## config.mk

```make
export PLATFORM = sky130hd
export DESIGN_NAME = nfb_front
export DESIGN_NICKNAME = d
export VERILOG_FILES = /design/src/nfb_pkg.sv /design/src/nfb_front.sv
export SDC_FILE = /design/constraint.sdc
export NUM_CORES = 1
export LEC_CHECK = 0
export BUFFER_PORTS_ARGS = -buffer_cell sky130_fd_sc_hd__buf_2
export CORE_ASPECT_RATIO = 0.75
export CORE_MARGIN = 5
export CORE_UTILIZATION = 41
export DETAILED_ROUTE_END_ITERATION = 10
export GPL_TIMING_DRIVEN = 0
export PLACE_DENSITY = 0.79
export RECOVER_POWER = 50
export SETUP_SLACK_MARGIN = 0.02
export SLEW_MARGIN = 10
export SYNTH_ARGS = -nofsm -noshare
export SYNTH_HDL_FRONTEND = slang
export SYNTH_SLANG_ARGS = --single-unit
export TNS_END_PERCENT = 30
```

## constraint.sdc

```tcl
create_clock -name clk_i -period 4.15 [get_ports clk_i]
set_clock_uncertainty 0.2 [all_clocks]
set_input_delay 0.415 -clock clk_i [delete_from_list [all_inputs] [get_ports clk_i]]
set_output_delay 0.415 -clock clk_i [all_outputs]
set_load 0.01 [all_outputs]
```

## src/nfb_pkg.sv

```systemverilog
// Shared types and constants for the 4bpp framebuffer rectangle fill block.
// No dependencies; used by every module under src.
package nfb_pkg;

  localparam int unsigned DefFrameWidth  = 960;
  localparam int unsigned DefFrameHeight = 540;

  localparam int unsigned CoordW  = 12;
  localparam int unsigned AddrInW = 18;
  localparam int unsigned ActW    = 3;

  localparam logic [7:0] WhiteByte = 8'hFF;

  localparam logic [ActW-1:0] ActFill      = 3'd0;
  localparam logic [ActW-1:0] ActClearDirty = 3'd1;
  localparam logic [ActW-1:0] ActWhite     = 3'd2;
  localparam logic [ActW-1:0] ActMarkDirty = 3'd3;
  localparam logic [ActW-1:0] ActRead      = 3'd4;
  localparam logic [ActW-1:0] ActTakeDirty = 3'd5;

  localparam int unsigned QDepth = 2;

  typedef enum logic [1:0] {
    OP_NONE,
    OP_FILL,
    OP_CLEAR,
    OP_READ
  } op_e;

  typedef enum logic [2:0] {
    BK_INIT,
    BK_IDLE,
    BK_FILL,
    BK_CLEAR,
    BK_READ
  } bk_state_e;

  typedef struct packed {
    op_e                op;
    logic               dirty;
    logic [CoordW-1:0]  x0;
    logic [CoordW-1:0]  x1;
    logic [CoordW-1:0]  y0;
    logic [CoordW-1:0]  y1;
    logic [3:0]         color;
    logic [AddrInW-1:0] addr;
  } cmd_t;

  typedef struct packed {
    logic full;
    logic empty;
  } q_stat_t;

endpackage

```

## src/nfb_front.sv

```systemverilog
// Command front end: accepts transactions, clips rectangles, tracks the dirty flag.
// Depends on nfb_pkg; pushes classified commands into nfb_queue.
module nfb_front #(
  parameter int unsigned FRAME_WIDTH  = nfb_pkg::DefFrameWidth,
  parameter int unsigned FRAME_HEIGHT = nfb_pkg::DefFrameHeight
) (
  input  logic                             clk_i,
  input  logic                             rst_ni,
  input  logic                             start,
  output logic                             busy,
  input  logic [nfb_pkg::ActW-1:0]         action_i,
  input  logic signed [nfb_pkg::CoordW-1:0] x_start_i,
  input  logic signed [nfb_pkg::CoordW-1:0] y_start_i,
  input  logic [nfb_pkg::CoordW-1:0]       rect_width_i,
  input  logic [nfb_pkg::CoordW-1:0]       rect_height_i,
  input  logic [7:0]                       pixel_color_i,
  input  logic [nfb_pkg::AddrInW-1:0]      read_address_i,
  input  nfb_pkg::q_stat_t                 q_stat_i,
  input  logic                             init_busy_i,
  output logic                             push_o,
  output nfb_pkg::cmd_t                    cmd_o
);

  localparam int unsigned StoreBytes = (FRAME_WIDTH * FRAME_HEIGHT) / 2;
  localparam int unsigned SW = nfb_pkg::CoordW + 2;
  localparam logic signed [SW-1:0] FwS = SW'(FRAME_WIDTH);
  localparam logic signed [SW-1:0] FhS = SW'(FRAME_HEIGHT);

  logic dirty_q, dirty_d;
  logic signed [SW-1:0] xs, ys, xe, ye, x0s, y0s, x1s, y1s;
  logic empty_rect, addr_ok;

  assign busy   = q_stat_i.full | init_busy_i;
  assign push_o = start & ~busy;

  always_comb begin
    xs  = SW'(x_start_i);
    ys  = SW'(y_start_i);
    xe  = xs + $signed({2'b00, rect_width_i});
    ye  = ys + $signed({2'b00, rect_height_i});
    x0s = (xs < 0) ? '0 : xs;
    y0s = (ys < 0) ? '0 : ys;
    x1s = (xe > FwS) ? FwS : xe;
    y1s = (ye > FhS) ? FhS : ye;
    empty_rect = (x0s >= x1s) | (y0s >= y1s);
    addr_ok = 32'(read_address_i) < 32'(StoreBytes);
  end

  always_comb begin
    cmd_o.dirty = dirty_q;
    cmd_o.x0    = x0s[nfb_pkg::CoordW-1:0];
    cmd_o.x1    = x1s[nfb_pkg::CoordW-1:0];
    cmd_o.y0    = y0s[nfb_pkg::CoordW-1:0];
    cmd_o.y1    = y1s[nfb_pkg::CoordW-1:0];
    cmd_o.color = pixel_color_i[7:4];
    cmd_o.addr  = read_address_i;
    cmd_o.op    = nfb_pkg::OP_NONE;
    dirty_d     = dirty_q;
    case (action_i)
      nfb_pkg::ActFill: begin
        if (!empty_rect) cmd_o.op = nfb_pkg::OP_FILL;
      end
      nfb_pkg::ActClearDirty: begin
        cmd_o.op = nfb_pkg::OP_CLEAR;
        dirty_d  = 1'b1;
      end
      nfb_pkg::ActWhite: begin
        cmd_o.op = nfb_pkg::OP_CLEAR;
      end
      nfb_pkg::ActMarkDirty: begin
        dirty_d = 1'b1;
      end
      nfb_pkg::ActRead: begin
        if (addr_ok) cmd_o.op = nfb_pkg::OP_READ;
      end
      nfb_pkg::ActTakeDirty: begin
        dirty_d = 1'b0;
      end
      default: begin
        cmd_o.op = nfb_pkg::OP_NONE;
      end
    endcase
  end

  always_ff @(posedge clk_i or negedge rst_ni) begin
    if (!rst_ni) begin
      dirty_q <= 1'b0;
    end else if (push_o) begin
      dirty_q <= dirty_d;
    end
  end

endmodule

```

**Yosys cells after proc, flatten, opt, wreduce, memory -nomap -nowiden**

Cells that the tools add are included.

- Register bits after elaboration: 1
- Bits of input ports: 83
- Output and inout port bits: 75
- Logic and storage cells: 32

- Add/subtract/negate cells: 2
- Order comparisons: 7
- Eq/ne operators: 5
- Multiplexer cells: 8
- Bitwise logic cells: 4
- Reduce and logical (&&, ||, !) cells: 5

Operators by type and width:

| operator | number |
|---|---|
| 14-bit two-way mux | 4 |
| 12-bit by 13-bit adder with 14-bit output | 2 |
| 14-bit greater-or-equal comparator | 2 |
| 14-bit by 11-bit > comparator with 1-bit output, second input constant | 2 |
| 12-bit by 1-bit less-than comparator with 1-bit output, second input constant | 2 |
| 18-bit less-than comparator, second input constant | 1 |
| 3-bit by 2-bit equality test with 1-bit output, second input constant | 2 |
| 3-bit equality test, second input constant | 2 |
| 2-bit one-hot mux with 3 select lines | 1 |
| 2-bit OR reduction | 2 |
| 3-bit by 1-bit equality test with 1-bit output, second input constant | 1 |
| 3-bit zero test | 1 |
| 2-bit two-way mux | 1 |
| 1-bit OR | 2 |
| 1-bit one-hot mux with 2 select lines | 1 |
| 2-bit AND reduction | 1 |
| 2-bit nonzero test | 1 |
| 1-bit AND | 1 |
| 1-bit two-way mux | 1 |
| 1-bit NOT | 1 |

**Logic depth before layout (Yosys ltp)**

Gate-level depths: netlist (run 1).

- Depth in word-level cells: 7
- Mapped depth: 19
- Depth with buffers taken out: 18

**Least setup slack after synthesis (run 1)**

OpenSTA, ideal clock, no wires.

- Path kind: input to output
- From: input port y_start_i[0] (netlist name)
- To: output port cmd_o[71] (netlist name)
- Data arrival time: 4,118 ps
- Slack: -583 ps
- Stages: 18
- Path through: ha_1 > inv_1 > fa_1 > nor2b_1 > o311a_1 > o31a_1 > o32ai_1 > o41a_1 > o41ai_4 > o211a_1 > ha_1 > nand2b_1 > a21o_1 > a21oi_1 > o21ai_0 > a21oi_1 > o21ai_0 > o41ai_1

RTL lines:

| item | RTL line | text |
|---|---|---|
| start, declared | nfb_front.sv:13 | `input logic signed [nfb_pkg::CoordW-1:0] y_start_i,` |
| end, declared | nfb_front.sv:21 | `output nfb_pkg::cmd_t cmd_o` |

==> results.md, run 1 <==
- IO Port Bufs: 139
- # IOs: 158
- Final setup fails: 1
- Run status: finished, violations left
- VDD IR-drop max: 0.09179 mV
- Worst Path Arrival: 4.27 ns
- Largest registers: dirty_q: 1 flops
- Crit-path max FO: 5
- Total track usage: 21.00%
- Top layer in use: met4
- Max Fclk: 204.6 MHz
- Grt ovf: 0
- Actual slew at the worst max-slew pin: 0.6510 ns
- Most frequent cells in the layout: buf_2 (104), ha_1 (44), buf_4 (41)
- DR WL/cell: 16.07 µm
- Yosys Warn Count: 0
- Post-synthesis sequential area ratio: 0.9238%
- Startpoint Class: primary input
- RD Place Congestion: 0.8733
- Final nets: 653
- Post-route minimum period: 4.888 ns
- First-pass GRT wire length: 15240 µm
- Synthesized area: 2709 µm²
- Routed WL: 9628 µm
- Leakage power total: 1.919 nW
- Type of the most critical hold path: flip-flop to flip-flop
- Final WS setup: -0.7383 ns
- Metal3 WL: 799 µm
- Vias per inst: 5.703
- Antenna violations before repair: 0
- Die area: 8349 µm²
- Worst-Skew Late Latency: 0 ns
- Starting Density: 42.66%
- Number of synthesized register bits: 1
- Worst setup EP type: output port
- Avg Inst Size Synth: 7.462 µm²
- Largest register FFs: 1
- Slew HR: 56.05%
- Pre-antenna DRT Iters: 5
- Predominant post-synthesis flop cell: dfrtp_1
- Place WS: -0.9706 ns
- Synthesis-to-finish area growth: 41.20%
- Pins Over Slew Limit: 0
- Hold Fails Final Rpt: 0
- Layout cells sized above 1: 38.22%
- Most common cell after layout, fill and taps aside: buf_2
- Synth unique cells: 58
- Synth area leader: ha_1
- Post-route DRC: 0
- DPL Wire Length: 7970 µm
- Setup TNS: -0.7383 ns
- Power per cell area: 196.2 nW/µm²
- Largest register by flop count: dirty_q
- Reg clk slew, reported paths: 0 ns
- Die Width: 103.9 µm
- Largest net degree at the start of global routing: 11
- Row cnt: 25
- Violations in the final reports: setup timing
- Vias in the first global route: 3283
- Synth area leaders: ha_1 (22%), buf_4 (6.9%), nor2b_1 (6.5%)
- Post-DRT Antenna Nets: 0
- Async S/R FF share, synth: 100.0%
- Yosys top cell area share: 22.17%
- Core Area: 6350 µm²
- Via count: 3416
- Drt initial violations: 225
- RSZ-0062 raised after global routing: true
- Number of synthesized flops with an enable pin: 0
- Die height: 80.40 µm
- Max Cap Viol: 0
- Met2 routed WL: 4580 µm
- CP required: 3.53 ns
- ANT cells: 0
- Kind of critical path: primary input to output port
- Cells after Synth: 363
- Final period util: 117.8%
- M1 WL: 4166 µm
==> where the power goes <==
| group | switching [mW] | internal (mW) |
|---|---|---|
| Sequential | 0.00109 | 0.0121 |
| Combinational | 0.407 | 0.330 |
| Clock | 0 | 0 |
==> synth_stat cells, types with 3 or more instances <==
library cell	n
nor2_1	19
nand2_1	12
a21o_1	8
nor4_1	4
o21bai_1	3
nor3_1	4
a211o_1	4
ha_1	48
clkbuf_1	6
inv_1	22
nand3_1	5
a21oi_1	22
o2111ai_1	4
or2_2	9
buf_4	25
o31a_1	3
o21ai_0	16
o21a_1	6
and3_1	3
nand2b_1	11
xnor2_1	9
o311a_1	4
xor2_1	6
o41ai_1	3
or3_1	5
o211a_1	9
a211oi_1	8
nor2b_1	28
nand4_1	6
o31ai_1	3
o211ai_1	11
==> per-stage QoR <==
stage	power, mW	hold slack, ns	cells	instance area, µm²	util (%)
after CTS	0.7126	0.3053	596	3756	59.15
after detailed placement	0.6653	-0.007562	584	3567	56.18
after global routing	0.8204	0.3444	599	3825	60.24
final	0.7505	0.3021	599	3825	60.24
after floorplan	0.4578	-0.08059	364	2770	-
after global placement	0.6509	-0.008725	584	3567	56.18
==> layout make-up <==
class	instances	area, µm²
Fill cell	599	2525
Sequential cell	1	25.02
Inverter	22	82.58
Timing Repair Buffer	155	784.5
Multi-Input combinational cell	306	2592
Buffer	34	239.0
Tap cell	81	101.3
==> routing by layer <==
metal | global-route usage, % | vias to the layer above
met4 | 2.070 | 0
met3 | 2.972 | 8
met1 | 28.08 | 1576
li1 | - | 1655
met2 | 37.15 | 177
met5 | 0 | -
==> worst max-delay path, cell delays in order <==
cell and delay (ns):
buf_2 0.10, ha_1 0.34, or2_2 0.32, o31ai_1 0.10, xor2_1 0.28, o32ai_2 0.12
buf_4 0.15, o41ai_2 0.37, and4_4 0.32, o211a_1 0.20, ha_1 0.23, nand2b_1 0.14
a21o_1 0.19, a21oi_2 0.17, o21ai_2 0.09, a21oi_1 0.15, o21ai_1 0.10, o41ai_2 0.29
buf_2 0.19
==> kinds of logic (layout without fill, tap and decap cells) <==
kind of cell | count (synthesis) | in the layout | synth area share, %
multiplexers | 1 | 1 | 0.3695
AND/OR/NAND/NOR | 114 | 114 | 23.46
adder cells (fa/ha/maj) | 50 | 50 | 23.65
XOR/XNOR | 15 | 15 | 4.850
other | 1 | 2 | 0.1384
flip-flops | 1 | 1 | 0.9236
AO/OA/AOI/OAI | 124 | 124 | 34.87
buffers and inverters | 57 | 211 | 11.73
==> timing repair <==
| action | in CTS | in global routing |
|---|---|---|
| hold buffers | 1 | 0 |
| resized for setup | 19 | 20 |
| hold endpoints to repair | 1 | 0 |
| pin swaps | 23 | 10 |
| cloned | 1 | 0 |
| buffers inserted | 10 | 4 |
| setup endpoints to repair | 1 | 6 |
==> final timing paths <==
kind	to	start	depth (start not counted)	slack (ns)
setup / recovery	cmd_o[71]	y_start_i[3]	19	-0.74
setup reg to reg	dirty_q$_DFFE_PN0P_	dirty_q$_DFFE_PN0P_	2	3.31
min in group asynchronous	dirty_q$_DFFE_PN0P_	rst_ni	2	0.52
max in group asynchronous	dirty_q$_DFFE_PN0P_	rst_ni	2	3.14
hold reg to reg	dirty_q$_DFFE_PN0P_	dirty_q$_DFFE_PN0P_	2	0.30
hold / removal	dirty_q$_DFFE_PN0P_	dirty_q$_DFFE_PN0P_	2	0.30
No activity file was read; power rests on OpenSTA's default activity.
==> run 2, diff against run 1 <==
--- a/config.mk
+++ b/config.mk
@@ -5,6 +5,7 @@
 export SDC_FILE = /design/constraint.sdc
 export NUM_CORES = 1
 export LEC_CHECK = 0
+export ABC_CLOCK_PERIOD_IN_PS = 4150
 export BUFFER_PORTS_ARGS = -buffer_cell sky130_fd_sc_hd__buf_2
 export CORE_ASPECT_RATIO = 0.75
 export CORE_MARGIN = 5
==> constraint.sdc (replaced) <==
create_clock -name clk_i -period 4.15 [get_ports clk_i]
set_clock_uncertainty 0.2 [all_clocks]
set_input_delay 0.415 -clock clk_i [delete_from_list [all_inputs] [get_ports clk_i]]
set_output_delay 0.415 -clock clk_i [all_outputs]
set_load 0.1 [all_outputs]
==> run 2 against run 1 <==
Effect of this change:
- the run still ends with setup timing left
- total power grew 72%
- sequential cell count stayed put
- cell count unchanged
==> results.md, run 2 (synthesized netlist as in run 1, its figures left out) <==
- Run status: finished, violations left
- Violations in the final reports: setup timing
- VDD IR-drop max: 0.1975 mV
- Power per cell area: 324.0 nW/µm²
- Startpoint Class: primary input
- Via count: 3410
- Reg clk slew, reported paths: 0 ns
- RD Place Congestion: 0.9441
- Die Width: 103.9 µm
- Design Area, Final: 3984 µm²
- # IOs: 158
- Slew HR: 18.88%
- Antenna violations before repair: 0
- Worst r2r dst: dirty_q$_DFFE_PN0P_
- Hold Slack: 0.3240 ns
- DR WL/cell: 16.23 µm
- Largest register FFs: 1
- Pins Over Slew Limit: 0
- R2R Setup Slk: 3.28 ns
- RSZ-0062 raised after global routing: true
- Final period util: 122.5%
- Starting Density: 42.66%
- Slowest stage delay, CP: 0.48 ns
- Post-route minimum period: 5.082 ns
- Max Cap Viol: 0
- Drt initial violations: 178
- Largest register by flop count: dirty_q
- Filler cells: 581
- CP required: 3.53 ns
- Most frequent cells in the layout: buf_2 (100), buf_4 (41), ha_1 (39)
- Vias in the first global route: 3341
- Largest registers: dirty_q: 1 flops
- Setup TNS: -0.9319 ns
- Routed WL: 9723 µm
- Pre-antenna DRT Iters: 4
- Crit-path cells: buf_6, ha_4, inv_2, fa_2, nor2b_4, o311a_4, o22a_4, xor2_4, o41a_1, o41ai_4, buf_4, buf_6, o211ai_1, ha_1, a21o_1, a21oi_2, o21ai_1, a21oi_2, o21ai_2, o41ai_4, buf_6
- Final Total Pwr: 1.291 mW
- Kind of critical path: primary input to output port
- Synthesis-to-finish area growth: 47.07%
- Final WS setup: -0.9319 ns
- CP top delay family: compound AO/OA/AOI/OAI gates
- Reg2reg path depth: 2
- Final core utilization: 62.74%
- End of the critical path: cmd_o[71]
- Slowest cell on the critical path: o41a_1
- Placed inst area: 3695 µm²
- CP Depth: 21
- Worst r2r src: dirty_q$_DFFE_PN0P_
- Placed instance count: 584
- First-pass GRT wire length: 15180 µm
- Final setup fails: 1
- Final nets: 653
- Total track usage: 21.31%
- Post-route DRC: 0
- Max Fclk: 196.8 MHz
- Cell mode on critical path: buf_6
- Largest net degree at the start of global routing: 11
- Vias per inst: 5.693
- Die area: 8349 µm²
- Leakage power total: 1.940 nW
- Layout cells sized above 1: 39.58%
- Critical path origin: y_start_i[0]
- Crit-path max FO: 6
- Place WS: -1.304 ns
- Type of the most critical hold path: flip-flop to flip-flop
- Actual slew at the worst max-slew pin: 1.222 ns
- Worst setup EP type: output port
- Most common cell after layout, fill and taps aside: buf_2
- Core Area: 6350 µm²
- Row cnt: 25
- Grt ovf: 0
- Crit path buf inv count: 5
- DPL Wire Length: 7943 µm
- Die height: 80.40 µm
- IO Port Bufs: 139
- Worst Path Arrival: 4.47 ns
- Post-DRT Antenna Nets: 0
- Hold Fails Final Rpt: 0
- ANT cells: 0
- Final Non-Filler Cells: 599
- Worst-Skew Late Latency: 0 ns
[run 2: how the worst min path moves through the flow]
stage	from	to	slack, ns	cells after the start
floorplan	rst_ni	dirty_q$_DFFE_PN0P_	-0.08	0
global placement	rst_ni	dirty_q$_DFFE_PN0P_	-0.007	1
detailed placement	rst_ni	dirty_q$_DFFE_PN0P_	-0.006	1
CTS	dirty_q$_DFFE_PN0P_	dirty_q$_DFFE_PN0P_	0.33	2
global route	dirty_q$_DFFE_PN0P_	dirty_q$_DFFE_PN0P_	0.40	2
finish	dirty_q$_DFFE_PN0P_	dirty_q$_DFFE_PN0P_	0.32	2
[run 2: per-layer routing]
layer	up-vias	track usage (%)	share of wire, %
li1	1666	-	-
met1	1594	27.01	43
met2	138	39.82	50
met3	12	1.928	5.4
met4	0	3.622	1.4
met5	-	0	0
[run 2: repair_timing]
item / 4_1_cts / 5_1_grt
endpoints found under the setup margin: 5 / 8
resized for setup: 23 / 17
hold endpoints to repair: 1 / 0
setup buffers: 13 / 1
pin swaps: 19 / 10
hold buffers: 1 / 0
[run 2: final cells by class]
type	instances	area (µm²)	area share [%]
multi-input combinational	306	2726	68.44
timing repair buffer	154	790.8	19.85
buffer	35	257.7	6.470
tap	81	101.3	2.544
inverter	22	82.58	2.073
sequential	1	25.02	0.6281
[run 2: tightest hold or removal path: stages (launching register included)]
cell and delay [ns]:
dfrtp_1 0.31, o21ai_0 0.08, o21ai_0 0.08
[run 2: power by group]
group / internal [mW] / switching [mW]
registers: 0.0121 / 0.000863
logic: 0.350 / 0.928
clock network: 0 / 0
