### src/nfb_pkg.sv
// Shared types and constants for the 4bpp framebuffer rectangle fill block.
// No dependencies; used by every module under src.
package nfb_pkg;

  localparam int unsigned DefFrameWidth  = 960;
  localparam int unsigned DefFrameHeight = 540;

  localparam int unsigned CoordW  = 12;
  localparam int unsigned AddrInW = 18;
  localparam int unsigned ActW    = 3;

  localparam logic [7:0] WhiteByte = 8'hFF;

  localparam logic [ActW-1:0] ActFill      = 3'd0;
  localparam logic [ActW-1:0] ActClearDirty = 3'd1;
  localparam logic [ActW-1:0] ActWhite     = 3'd2;
  localparam logic [ActW-1:0] ActMarkDirty = 3'd3;
  localparam logic [ActW-1:0] ActRead      = 3'd4;
  localparam logic [ActW-1:0] ActTakeDirty = 3'd5;

  localparam int unsigned QDepth = 2;

  typedef enum logic [1:0] {
    OP_NONE,
    OP_FILL,
    OP_CLEAR,
    OP_READ
  } op_e;

  typedef enum logic [2:0] {
    BK_INIT,
    BK_IDLE,
    BK_FILL,
    BK_CLEAR,
    BK_READ
  } bk_state_e;

  typedef struct packed {
    op_e                op;
    logic               dirty;
    logic [CoordW-1:0]  x0;
    logic [CoordW-1:0]  x1;
    logic [CoordW-1:0]  y0;
    logic [CoordW-1:0]  y1;
    logic [3:0]         color;
    logic [AddrInW-1:0] addr;
  } cmd_t;

  typedef struct packed {
    logic full;
    logic empty;
  } q_stat_t;

endpackage

### src/nfb_queue.sv
// Two-entry command queue between front end and back end.
// Depends on nfb_pkg (cmd_t, q_stat_t, QDepth).
module nfb_queue (
  input  logic             clk_i,
  input  logic             rst_ni,
  input  logic             push_i,
  input  nfb_pkg::cmd_t    cmd_i,
  input  logic             pop_i,
  output nfb_pkg::cmd_t    head_o,
  output nfb_pkg::q_stat_t stat_o
);

  localparam int unsigned PtrW = $clog2(nfb_pkg::QDepth);
  localparam int unsigned CntW = $clog2(nfb_pkg::QDepth + 1);

  nfb_pkg::cmd_t entry_q [nfb_pkg::QDepth];
  logic [PtrW-1:0] wr_ptr_q, rd_ptr_q;
  logic [CntW-1:0] count_q;

  assign head_o       = entry_q[rd_ptr_q];
  assign stat_o.full  = count_q == CntW'(nfb_pkg::QDepth);
  assign stat_o.empty = count_q == '0;

  always_ff @(posedge clk_i) begin
    if (push_i) entry_q[wr_ptr_q] <= cmd_i;
  end

  always_ff @(posedge clk_i or negedge rst_ni) begin
    if (!rst_ni) begin
      wr_ptr_q <= '0;
      rd_ptr_q <= '0;
      count_q  <= '0;
    end else begin
      if (push_i) wr_ptr_q <= PtrW'(wr_ptr_q + 1'b1);
      if (pop_i)  rd_ptr_q <= PtrW'(rd_ptr_q + 1'b1);
      case ({push_i, pop_i})
        2'b10:   count_q <= CntW'(count_q + 1'b1);
        2'b01:   count_q <= CntW'(count_q - 1'b1);
        default: count_q <= count_q;
      endcase
    end
  end

  a_no_overflow: assert property (@(posedge clk_i) disable iff (!rst_ni)
    push_i |-> !stat_o.full) else $error("push into full queue");
  a_no_underflow: assert property (@(posedge clk_i) disable iff (!rst_ni)
    pop_i |-> !stat_o.empty) else $error("pop from empty queue");

endmodule

### config.mk
export PLATFORM = sky130hd
export DESIGN_NAME = nfb_queue
export DESIGN_NICKNAME = d
export VERILOG_FILES = /design/src/nfb_pkg.sv /design/src/nfb_queue.sv
export SDC_FILE = /design/constraint.sdc
export NUM_CORES = 1
export LEC_CHECK = 0
export BUFFER_PORTS_ARGS = -buffer_cell sky130_fd_sc_hd__buf_4
export CAP_MARGIN = 20
export CORE_ASPECT_RATIO = 0.7
export CORE_MARGIN = 5
export CORE_UTILIZATION = 45
export DETAILED_ROUTE_END_ITERATION = 10
export PLACE_DENSITY = 0.79
export REMOVE_ABC_BUFFERS = 1
export SYNTH_ARGS = -nofsm -noshare
export SYNTH_HDL_FRONTEND = slang
export SYNTH_SLANG_ARGS = --single-unit
### constraint.sdc
create_clock -name clk_i -period 4 [get_ports clk_i]
set_input_delay 0.4 -clock clk_i [delete_from_list [all_inputs] [get_ports clk_i]]
set_output_delay 0.4 -clock clk_i [all_outputs]
set_load 0.05 [all_outputs]
Yosys cells after proc, flatten, opt, wreduce, memory -nomap -nowiden
Memories as Yosys holds them, arrays and structs flattened.
Cells that the tools add are included.

operators by class
  mux-type cells = 3
  add/sub/neg operators = 4
  equal/unequal tests = 3
  reductions and logical operators = 2

operator list
  kind                                                                number
  2-bit == test, second input constant                                2
  2-bit case mux with 2 select lines                                  1
  1-bit adder, second input constant                                  2
  2-bit by 1-bit adder with 2-bit output, second input constant       1
  2-bit by 1-bit == test with 1-bit output, second input constant     1
  2-bit logical NOT                                                   1
  1-bit 2-to-1 mux                                                    2
  2-bit nonzero test                                                  1
  2-bit by 1-bit subtractor with 2-bit output, second input constant  1

word-level totals
  word-level logic and storage cells = 16
  memory bits (writable) = 146
  output and inout port bits = 75
  memories kept = 1
  bits of input ports = 77
  register bits = 4

memory list
  memory   words  width  rd ports  clocked after Yosys merged registers in  wr ports  RTL line         source
  entry_q  2      73     1         0                                        1         nfb_queue.sv:16  nfb_pkg::cmd_t entry_q [nfb_pkg::QDepth];

Depth between registers and ports, before layout
Gate-level depths: netlist of run 1.

  depth after elaboration = 2
  mapped depth = 5
  depth with buffers taken out = 5

Least setup slack after synthesis of run 1
OpenSTA, ideal clock, no wires.

  path kind = input to register
  start = input push_i
  end = memory entry_q[0][0] (netlist bit) (enable)
  setup time = 0.506 ns
  stages on the path = 2
  setup slack = -0.026 ns
  arrival time = 3.519 ns
  path buffers = 0
  path through = inv_1 -> nor2_1

between the ends
  cells in the longest elaborated chain, start to end = 2

RTL lines
  item                                    RTL line         source
  start: declaration                      nfb_queue.sv:6   input logic push_i,
  1-bit 2-to-1 mux                        nfb_queue.sv:25  if (push_i) entry_q[wr_ptr_q] <= cmd_i;
  1-bit 2-to-1 mux (implied by the code)  nfb_queue.sv:25
  end: declaration                        nfb_queue.sv:16

Every way passes these cells.

==> results by group, run 1 <==
Place
  • Port Buffer Count: 151
  • DP Wirelength: 7.056 mm
  • DP Worst Slack: 1.793 ns
  • GP Congestion: 0.7434

Clock tree
  • CTS tree: built
  • Root buf cell: clkbuf_16
  • CTS sink cnt: 150
  • TritonCTS Buffers: 17
  • Max Buffers Root-to-Sink: 2
  • Worst-path clk slew: 0.06 ns
  • Post-CTS sizing: 0
  • H-tree depth: 4
  • Clock insertion delay at the later pin of the skew report: 0.40 ns

Cells and area
  • Layout cells sized above 1: 61.19%
  • Most common cell after layout, fill and taps aside: buf_4
  • Commonest cells after routing, fill and taps aside: buf_4, edfxtp_1, mux2_4, clkbuf_16, mux2_2
  • # diodes: 0
  • Area Overhead vs Synth: 34.67%
  • Final net count: 486

Floorplan
  • Die area: 15050 um2
  • Chip width: 144.5 um
  • Cell row count: 34
  • Die Ht: 104.2 um
  • Total I/O pin count: 152
  • Initial Util: 45.88%
  • Core Region: 12420 um2

Yosys
  • Synthesized area per cell: 23.45 um2
  • FF+latch count, synth: 150
  • Sequential area share after synthesis: 78.68%
  • Synthesized area: 5699 um2
  • Portion of netlist area occupied by mux cells: 18.38%
  • Adder-cell share of the synthesized area: 0.2195%
  • Post-Synth XOR/XNOR Area: 0.7684%
  • Compound-Gate Fraction of Synth Area: 0%
  • Synth top area share: 76.93%
  • Cells after Synth: 243
  • Largest family of logic cells by synthesized area: multiplexers
  • Largest area contributor in the netlist: edfxtp_1
  • Simple-gate area share of the yosys netlist: 0.4171%
  • YS warnings: 0
  • Synth cell types: 13
  • Top post-synthesis cells by area: edfxtp_1, mux2_4, mux2_2

Worst hold path
  • WHS Path Cells: 1
  • Hold endpoint: entry_q[1][13]
  • Worst Hold Launch: cmd_i[13]
  • Hold Path Class: primary input to flop

STA
  • Final Max Slew Viols: 0
  • Unrepaired setup endpoints after global routing: no
  • Max-slew headroom: 32.46%
  • Final setup viols: 0
  • Post-layout min period: 2.643 ns
  • TNS Setup: 0 ns
  • Skew final: 0.005108 ns
  • Worst Max-Slew Pin Slew: 1.013 ns
  • Fin crit share: 66.06%
  • Fmax: 378.4 MHz
  • Final worst-path setup slack: 1.357 ns
  • Final hold violation count: 0

Run
  • Max-cap violations: 0

Worst setup path
  • R2R setup slack: 2.09 ns
  • Startpoint type of the worst setup path: flop
  • Critical path fanouts, max: 42
  • Crit path capture type: output port
  • R2r endpoint: entry_q[0][7]
  • R2R depth: 2
  • Worst R2R Start: wr_ptr_q
  • Arr. time, crit path: 2.24 ns
  • CP required: 3.60 ns
  • Crit Path Category: flop to output port

Drt
  • Antenna viol nets, final: 0
  • DRT Pass-1 Iters: 4
  • Vias post-DR: 2783
  • Post-Route WL: 10.59 mm
  • DR WL/cell: 18.20 um
  • Initial DRC Count: 116
  • DRC viols: 0
  • Via density: 4.782

Global route
  • GRT overflow: 0
  • First-pass GRT wire length: 15.99 mm
  • Gr usage total: 14.11%
  • Initial antenna violation count: 0
  • Largest net degree at the start of global routing: 74
  • Vias in the first global route: 3000

Power
  • Maximum vdd drop: 0.0005176 V
  • Pwr Total: 6.715 mW
  • Leakage power: 3.067 nW
  • Pwr dens: 875.0 nW/um2

Run status
  • Status: finished clean
[cell type report]
type / count / area, um2
Fill cell: 904 / 4747
Sequential cell: 150 / 4488
Timing Repair Buffer: 154 / 1184
Multi-Input combinational cell: 84 / 1137
Clock buffer: 19 / 432.9
Clock inverter: 12 / 226.5
Tap cell: 162 / 202.7
Inverter: 1 / 3.754
[worst max-delay path by stage]
stage,startpoint,to,slack [ns],depth (start not counted)
floorplan,push_i,entry_q[0][0],-0.03,2
global placement,rd_ptr_q,head_o[47],1.81,3
detailed placement,rd_ptr_q,head_o[49],1.79,3
CTS,rd_ptr_q,head_o[49],1.35,3
global route,rd_ptr_q,head_o[49],1.29,3
finish,rd_ptr_q,head_o[49],1.36,3
[per-layer routing]
layer	vias up	wire length [um]	track usage [%]	part of all wire, %
met3	11	1263	7.031	12
li1	1292	-	-	-
met1	1355	4428	18.18	42
met5	-	0	0	0
met2	125	4795	20.46	45
met4	0	106	5.393	1.0
[cell families after synthesis]
logic type / count (synthesis)
buffers and inverters: 9
xor gates and xnor gates: 5
and+or+nand+nor: 5
DFF: 150
adders and majority gates: 1
muxes: 73
[Yosys cell counts]
library cell / n
dfrtp_1: 4
buf_6: 7
inv_1: 1
ha_1: 1
buf_2: 1
nor2b_1: 1
and2_1: 1
nor2_1: 3
xor2_1: 3
mux2_2: 13
edfxtp_1: 146
mux2_4: 60
xnor2_1: 2
[where the power goes]
group,internal [mW],switching (mW)
sequential,2.09,0.173
combinational,0.993,1.69
clock,1.17,0.596
[worst max-delay path, stage by stage, from the launching register on]
cell and delay (ns):
dfrtp_4 0.82, buf_12 0.35, mux2_2 0.39, buf_4 0.19
[stage by stage]
stage	utilization [%]	instances	hold WS, ns	area (um2)
CTS	61.78	582	0.1558	7675
global route	61.78	582	0.1523	7675
detailed placement	56.40	550	0.2022	7005
finish	61.78	582	0.1749	7675
global placement	56.40	550	0.1978	7005
floorplan	-	235	0.1044	5615
[flip-flops by register name, summed over array words and instances (netlist names)]
signal,count
wr_ptr_q,1
entry_q,146
count_q,2
rd_ptr_q,1
[what timing repair did]
action	in CTS	in global routing
hold endpoints to repair	4	0
setup buffers	0	0
hold buffers	1	0
No activity file was read; power rests on OpenSTA's default activity.
==> inputs of run 2 (changes only) <==
Clock period 4 ns to 2.2 ns, I/O delays scaled along.
==> results by group, run 2 (synthesized netlist as in run 1, its figures left out) <==
Cells and area
  • Area Overhead vs Synth: 48.36%
  • Most flop-heavy register: entry_q
  • Most common cell after layout, fill and taps aside: buf_4
  • Fill count: 812 (-10%)
  • Layout Cells excl Fill: 662 (+14%)
  • Biggest regs: entry_q: 146 flops, count_q: 2 flops
  • # diodes: 0 (unchanged)
  • Number of flip-flops in the largest register: 146 (unchanged)
  • Commonest cells after routing, fill and taps aside: buf_4, edfxtp_1, dlygate4sd3_1, mux2_4, clkbuf_16
  • Layout cells sized above 1: 52.60% (-8.6 points)
  • Final net count: 565 (+16%)

STA
  • TNS Setup: 0 ns (unchanged)
  • Fmax: 478.7 MHz
  • Final hold violation count: 0 (unchanged)
  • Final Max Slew Viols: 0 (unchanged)
  • Final setup viols: 0 (unchanged)
  • Worst Max-Slew Pin Slew: 0.5141 ns (-0.4989 ns)
  • Post-layout min period: 2.089 ns
  • Max-slew headroom: 65.73% (+33 points)
  • Fin crit share: 94.96%
  • Unrepaired setup endpoints after global routing: no
  • Skew final: 0.007022 ns (+0.001913 ns)

Drt
  • DRC viols: 0 (unchanged)
  • Vias post-DR: 3079 (+11%)
  • Via density: 4.651 (-2.7%)
  • Post-Route WL: 11.86 mm (+12%)
  • Antenna viol nets, final: 0 (unchanged)
  • DRT Pass-1 Iters: 4 (unchanged)
  • Initial DRC Count: 86 (-26%)
  • DR WL/cell: 17.91 um (-1.6%)

Global route
  • Initial antenna violation count: 0 (unchanged)
  • GR Layer Usage met1: 17.69% (-0.49 points)
  • Gr usage total: 16.03% (+1.9 points)
  • Global route hottest layer: met2
  • Largest net degree at the start of global routing: 38 (-49%)
  • M3 GR Usage: 7.261% (+0.23 points)
  • GRT overflow: 0 (unchanged)
  • First-pass GRT wire length: 18.19 mm (+14%)
  • Vias in the first global route: 3518 (+17%)
  • Met2 usage: 27.43% (+7.0 points)

Place
  • DP Wirelength: 7.433 mm (+5.3%)
  • Port Buffer Count: 151 (unchanged)
  • Inst Count DP: 555 (+0.91%)
  • GP Congestion: 0.7466 (+0.43%)

Worst setup path
  • Worst path slowest cell: dfrtp_4
  • Critical path cell sequence: buf_12 -> mux2_2 -> buf_4
  • Critical path fanouts, max: 23 (-45%)
  • Crit path capture type: output port
  • CP required: 1.98 ns (-1.62 ns)
  • Startpoint type of the worst setup path: flop
  • Crit Path Category: flop to output port
  • Largest stage delay, worst path: 0.63 ns (-0.19 ns)
  • Buffers and inverters on the worst path: 2 (unchanged)
  • Arr. time, crit path: 1.87 ns (-0.37 ns)
  • Delay-heaviest family, CP: flip-flops

Floorplan
  • Total I/O pin count: 152 (unchanged)
  • Cell row count: 34 (unchanged)
  • Die Ht: 104.2 um (unchanged)
  • Initial Util: 45.88% (unchanged)
  • Core Region: 12420 um2 (unchanged)
  • Die area: 15050 um2 (unchanged)
  • Chip width: 144.5 um (unchanged)

Run
  • Max-cap violations: 0 (unchanged)

Clock tree
  • CTS tree: built
  • Worst-path clk slew: 0.06 ns (about the same)
  • Root buf cell: clkbuf_16
  • H-tree depth: 4 (unchanged)
  • CTS sink cnt: 150 (unchanged)
  • TritonCTS Buffers: 17 (unchanged)
  • Post-CTS sizing: 0 (unchanged)
  • Max Buffers Root-to-Sink: 2 (unchanged)
  • Clock insertion delay at the later pin of the skew report: 0.40 ns (about the same)

Run status
  • Status: finished clean

Power
  • Leakage power: 3.408 nW (+11%)
  • Pwr dens: 1460 nW/um2 (+67%)
  • Maximum vdd drop: 0.0009405 V (+82%)

Worst hold path
  • Hold Path Class: primary input to flop
run 2: cell types whose count changed in the layout (fill, tap and decap cells not counted):
| cell | previous run | this run |
|---|---|---|
| buf_12 | 2 | 4 |
| clkinvlp_4 | 1 | 0 |
| clkinv_2 | 0 | 3 |
| buf_4 | 151 | 154 |
| bufinv_16 | 6 | 5 |
| dlygate4sd3_1 | 1 | 75 |
run 2: timing repair:
action,in CTS,in global routing
hold buffers,75,0
buffers inserted,0,0
endpoints found under the hold margin,151,0
run 2: final timing paths:
check / start / endpoint / slack [ns] / depth (start not counted)
max: rd_ptr_q / head_o[62] / 0.11 / 3
min: push_i / wr_ptr_q / 0.02 / 2
max reg2reg: wr_ptr_q / entry_q[1][64] / 0.71 / 2
min reg2reg: count_q[1] / count_q[1] / 0.50 / 1
max in group asynchronous: rst_ni / rd_ptr_q / 1.93 / 2
min in group asynchronous: rst_ni / wr_ptr_q / 0.15 / 2
run 2: power by group:
group	switching, mW	internal, mW	leakage [nW]	total, mW
combinational	3.24	1.97	1.68	5.21
sequential	0.239	3.80	1.42	4.04
clock	1.09	2.01	0.313	3.10
run 2: routing by layer:
layer  up-vias  part of all wire, %
li1       1450                    -
met1      1489                   38
met2       128                   51
met3        12                   10
met4         0                  1.0
met5         -                    0
run 2: area by class of cell:
class	instances	area [um2]	area share (%)
Timing Repair Buffer	233	1987	23.50
Tap cell	162	202.7	2.397
Inverter	1	3.754	0.04439
Clock inverter	13	203.9	2.412
Clock buffer	19	432.9	5.120
Multi-Input combinational cell	84	1137	13.45
Sequential cell	150	4488	53.08
run 2: through the flow:
step / setup WS [ns] / hold WS, ns / util (%) / total power [mW] / instance area [um2]
global placement: 0.5722 / 0.01831 / 56.90 / 9.143 / 7068
detailed placement: 0.5551 / 0.02297 / 56.90 / 9.216 / 7068
finish: 0.1108 / 0.02254 / 68.07 / 12.35 / 8456
CTS: 0.09237 / 0.01002 / 68.07 / 12.45 / 8456
floorplan: -1.759 / -0.07559 / - / 7.729 / 5615
global route: 0.04326 / 0.01313 / 68.07 / 12.81 / 8456
==> inputs of run 3 (changes only) <==
Settings changed: CORE_ASPECT_RATIO 0.7 to 0.8, PLACE_DENSITY 0.79 to 0.76.
Clock period 2.2 ns to 2.44 ns, I/O delays scaled along.
==> results by group, run 3 (synthesized netlist as in run 1, its figures left out) <==
Cells and area
  • # diodes: 0 (unchanged)
  • Layout Cells excl Fill: 644 (-2.7%)
  • Final net count: 539 (-4.6%)
  • Most flop-heavy register: entry_q
  • Commonest cells after routing, fill and taps aside: buf_4, edfxtp_1, mux2_4, dlygate4sd3_1, clkbuf_16
  • Number of flip-flops in the largest register: 146 (unchanged)
  • Fill count: 845 (+4.1%)
  • Area Overhead vs Synth: 42.48%
  • Most common cell after layout, fill and taps aside: buf_4
  • Biggest regs: entry_q: 146 flops, count_q: 2 flops
  • Layout cells sized above 1: 55.60% (+3.0 points)

Place
  • DP Wirelength: 7.177 mm (-3.4%)
  • Inst Count DP: 563 (+1.4%)
  • DP Worst Slack: 0.6657 ns (+0.1107 ns)
  • Port Buffer Count: 151 (unchanged)
  • GP Congestion: 0.6971 (-6.6%)

Clock tree
  • TritonCTS Buffers: 17 (unchanged)
  • CTS tree: built
  • CTS sink cnt: 150 (unchanged)
  • Max Buffers Root-to-Sink: 2 (unchanged)
  • Worst-path clk slew: 0.06 ns (about the same)
  • Root buf cell: clkbuf_16
  • H-tree depth: 4 (unchanged)
  • Post-CTS sizing: 0 (unchanged)
  • Clock insertion delay at the later pin of the skew report: 0.41 ns (about the same)

Worst setup path
  • Critical path fanouts, max: 32 (+39%)
  • CP endpoint: head_o[10]
  • Startpoint type of the worst setup path: flop
  • Worst R2R Start: wr_ptr_q
  • Crit Path Category: flop to output port
  • CP required: 2.20 ns (+0.22 ns)
  • R2R depth: 2 (unchanged)
  • Setup crit start: rd_ptr_q
  • R2r endpoint: entry_q[1][47]
  • Arr. time, crit path: 1.94 ns (+0.07 ns)
  • R2R setup slack: 1.01 ns (+0.30 ns)
  • Crit path capture type: output port

Drt
  • Vias post-DR: 2968 (-3.6%)
  • Initial DRC Count: 129 (+50%)
  • DR WL/cell: 17.25 um (-3.7%)
  • Post-Route WL: 11.11 mm (-6.3%)
  • Antenna viol nets, final: 0 (unchanged)
  • DRT Pass-1 Iters: 4 (unchanged)
  • Via density: 4.609 (-0.91%)
  • DRC viols: 0 (unchanged)

STA
  • Worst Max-Slew Pin Slew: 0.5316 ns (+0.01752 ns)
  • Unrepaired setup endpoints after global routing: no
  • Final worst-path setup slack: 0.2583 ns (+0.1474 ns)
  • Final hold violation count: 0 (unchanged)
  • TNS Setup: 0 ns (unchanged)
  • Fin crit share: 89.41%
  • Final Max Slew Viols: 0 (unchanged)
  • Skew final: 0.006284 ns (-0.0007373 ns)
  • Final setup viols: 0 (unchanged)
  • Fmax: 458.4 MHz
  • Post-layout min period: 2.182 ns
  • Max-slew headroom: 64.56% (-1.2 points)

Run
  • Max-cap violations: 0 (unchanged)

Floorplan
  • Initial Util: 46.35% (+0.47 points)
  • Core Region: 12300 um2 (-1.0%)
  • Cell row count: 36 (+5.9%)
  • Total I/O pin count: 152 (unchanged)
  • Chip width: 135.8 um (-6.0%)
  • Die Ht: 110.7 um (+6.2%)
  • Die area: 15030 um2 (-0.15%)

Global route
  • GRT overflow: 0 (unchanged)
  • Gr usage total: 14.53% (-1.5 points)
  • Initial antenna violation count: 0 (unchanged)
  • Vias in the first global route: 3207 (-8.8%)
  • Largest net degree at the start of global routing: 41 (+7.9%)
  • First-pass GRT wire length: 16.57 mm (-8.9%)

Power
  • Int Pwr: 6.638 mW (-15%)
  • Net Sw Power: 4.057 mW (-11%)
  • Maximum vdd drop: 0.0007177 V (-24%)
  • Pwr Total: 10.70 mW (-13%)
  • Switching share of power: 37.93% (+0.98 points)
  • Leakage power: 3.257 nW (-4.4%)
  • Clock share of power: 23.0% (-2.1 points)
  • Sequential share of power: 34.1% (+1.4 points)
  • Comb power frac: 42.9% (+0.7 points)
  • Pwr dens: 1317 nW/um2 (-9.8%)

Run status
  • Status: finished clean

Worst hold path
  • Hold Path Class: primary input to flop
-- run 3: repair_timing --
item                                   4_1_cts  5_1_grt
hold buffers                                25       25
setup buffers                                0        0
endpoints found under the hold margin       48       47
setup endpoints to repair                    0        0
-- run 3: per-stage QoR --
stage	instance area [um2]	hold slack (ns)	util, %
after global placement	7059	0.04502	57.41
after floorplan	5615	-0.05159	-
final	8120	0.02276	66.04
after detailed placement	7059	0.04859	57.41
after CTS	7870	0.0004133	64.00
after global routing	8120	0.00007552	66.04
-- run 3: power groups by stage --
stage / logic [mW] / clock network (mW) / registers (mW)
6_report: 4.59 / 2.46 / 3.65
5_1_grt: 4.77 / 2.63 / 3.70
4_1_cts: 4.60 / 2.51 / 3.66
3_5_place_dp: 4.56 / 0 / 3.71
3_3_place_gp: 4.54 / 0 / 3.68
2_1_floorplan: 3.26 / 0 / 3.85
-- run 3: final cells by class --
| type | count | area (um2) | area share (%) |
|---|---|---|---|
| clock inverter | 14 | 135.1 | 1.664 |
| inverter | 1 | 3.754 | 0.04622 |
| timing repair buffer | 207 | 1717 | 21.14 |
| clock buffer | 17 | 425.4 | 5.239 |
| sequential | 150 | 4488 | 55.27 |
| multi-input combinational | 84 | 1137 | 14.01 |
| tap | 171 | 214.0 | 2.635 |
-- run 3: worst min-delay path by stage --
stage,end,slack (ns),cells after the start,start
final,entry_q[0][67],0.02,1,cmd_i[67]
after global routing,entry_q[1][29],0.00008,1,cmd_i[29]
after CTS,entry_q[1][66],0.0004,1,cmd_i[66]
after detailed placement,rd_ptr_q,0.05,1,rst_ni
after global placement,rd_ptr_q,0.05,1,rst_ni
after floorplan,count_q[0],-0.05,0,rst_ni
-- run 3: critical path: stages, from the launching register on --
cell,delay (ns)
dfrtp_4,0.67
buf_12,0.30
mux2_4,0.34
buf_4,0.19
-- run 3: metal layers --
| metal | wire, um | vias up | GRT usage (%) | share of wire (%) |
|---|---|---|---|---|
| li1 | - | 1397 | - | - |
| met1 | 4475 | 1449 | 17.27 | 40 |
| met2 | 5623 | 111 | 23.44 | 51 |
| met3 | 917 | 11 | 6.715 | 8.3 |
| met4 | 93 | 0 | 4.835 | 0.84 |
| met5 | 0 | - | 0 | 0 |
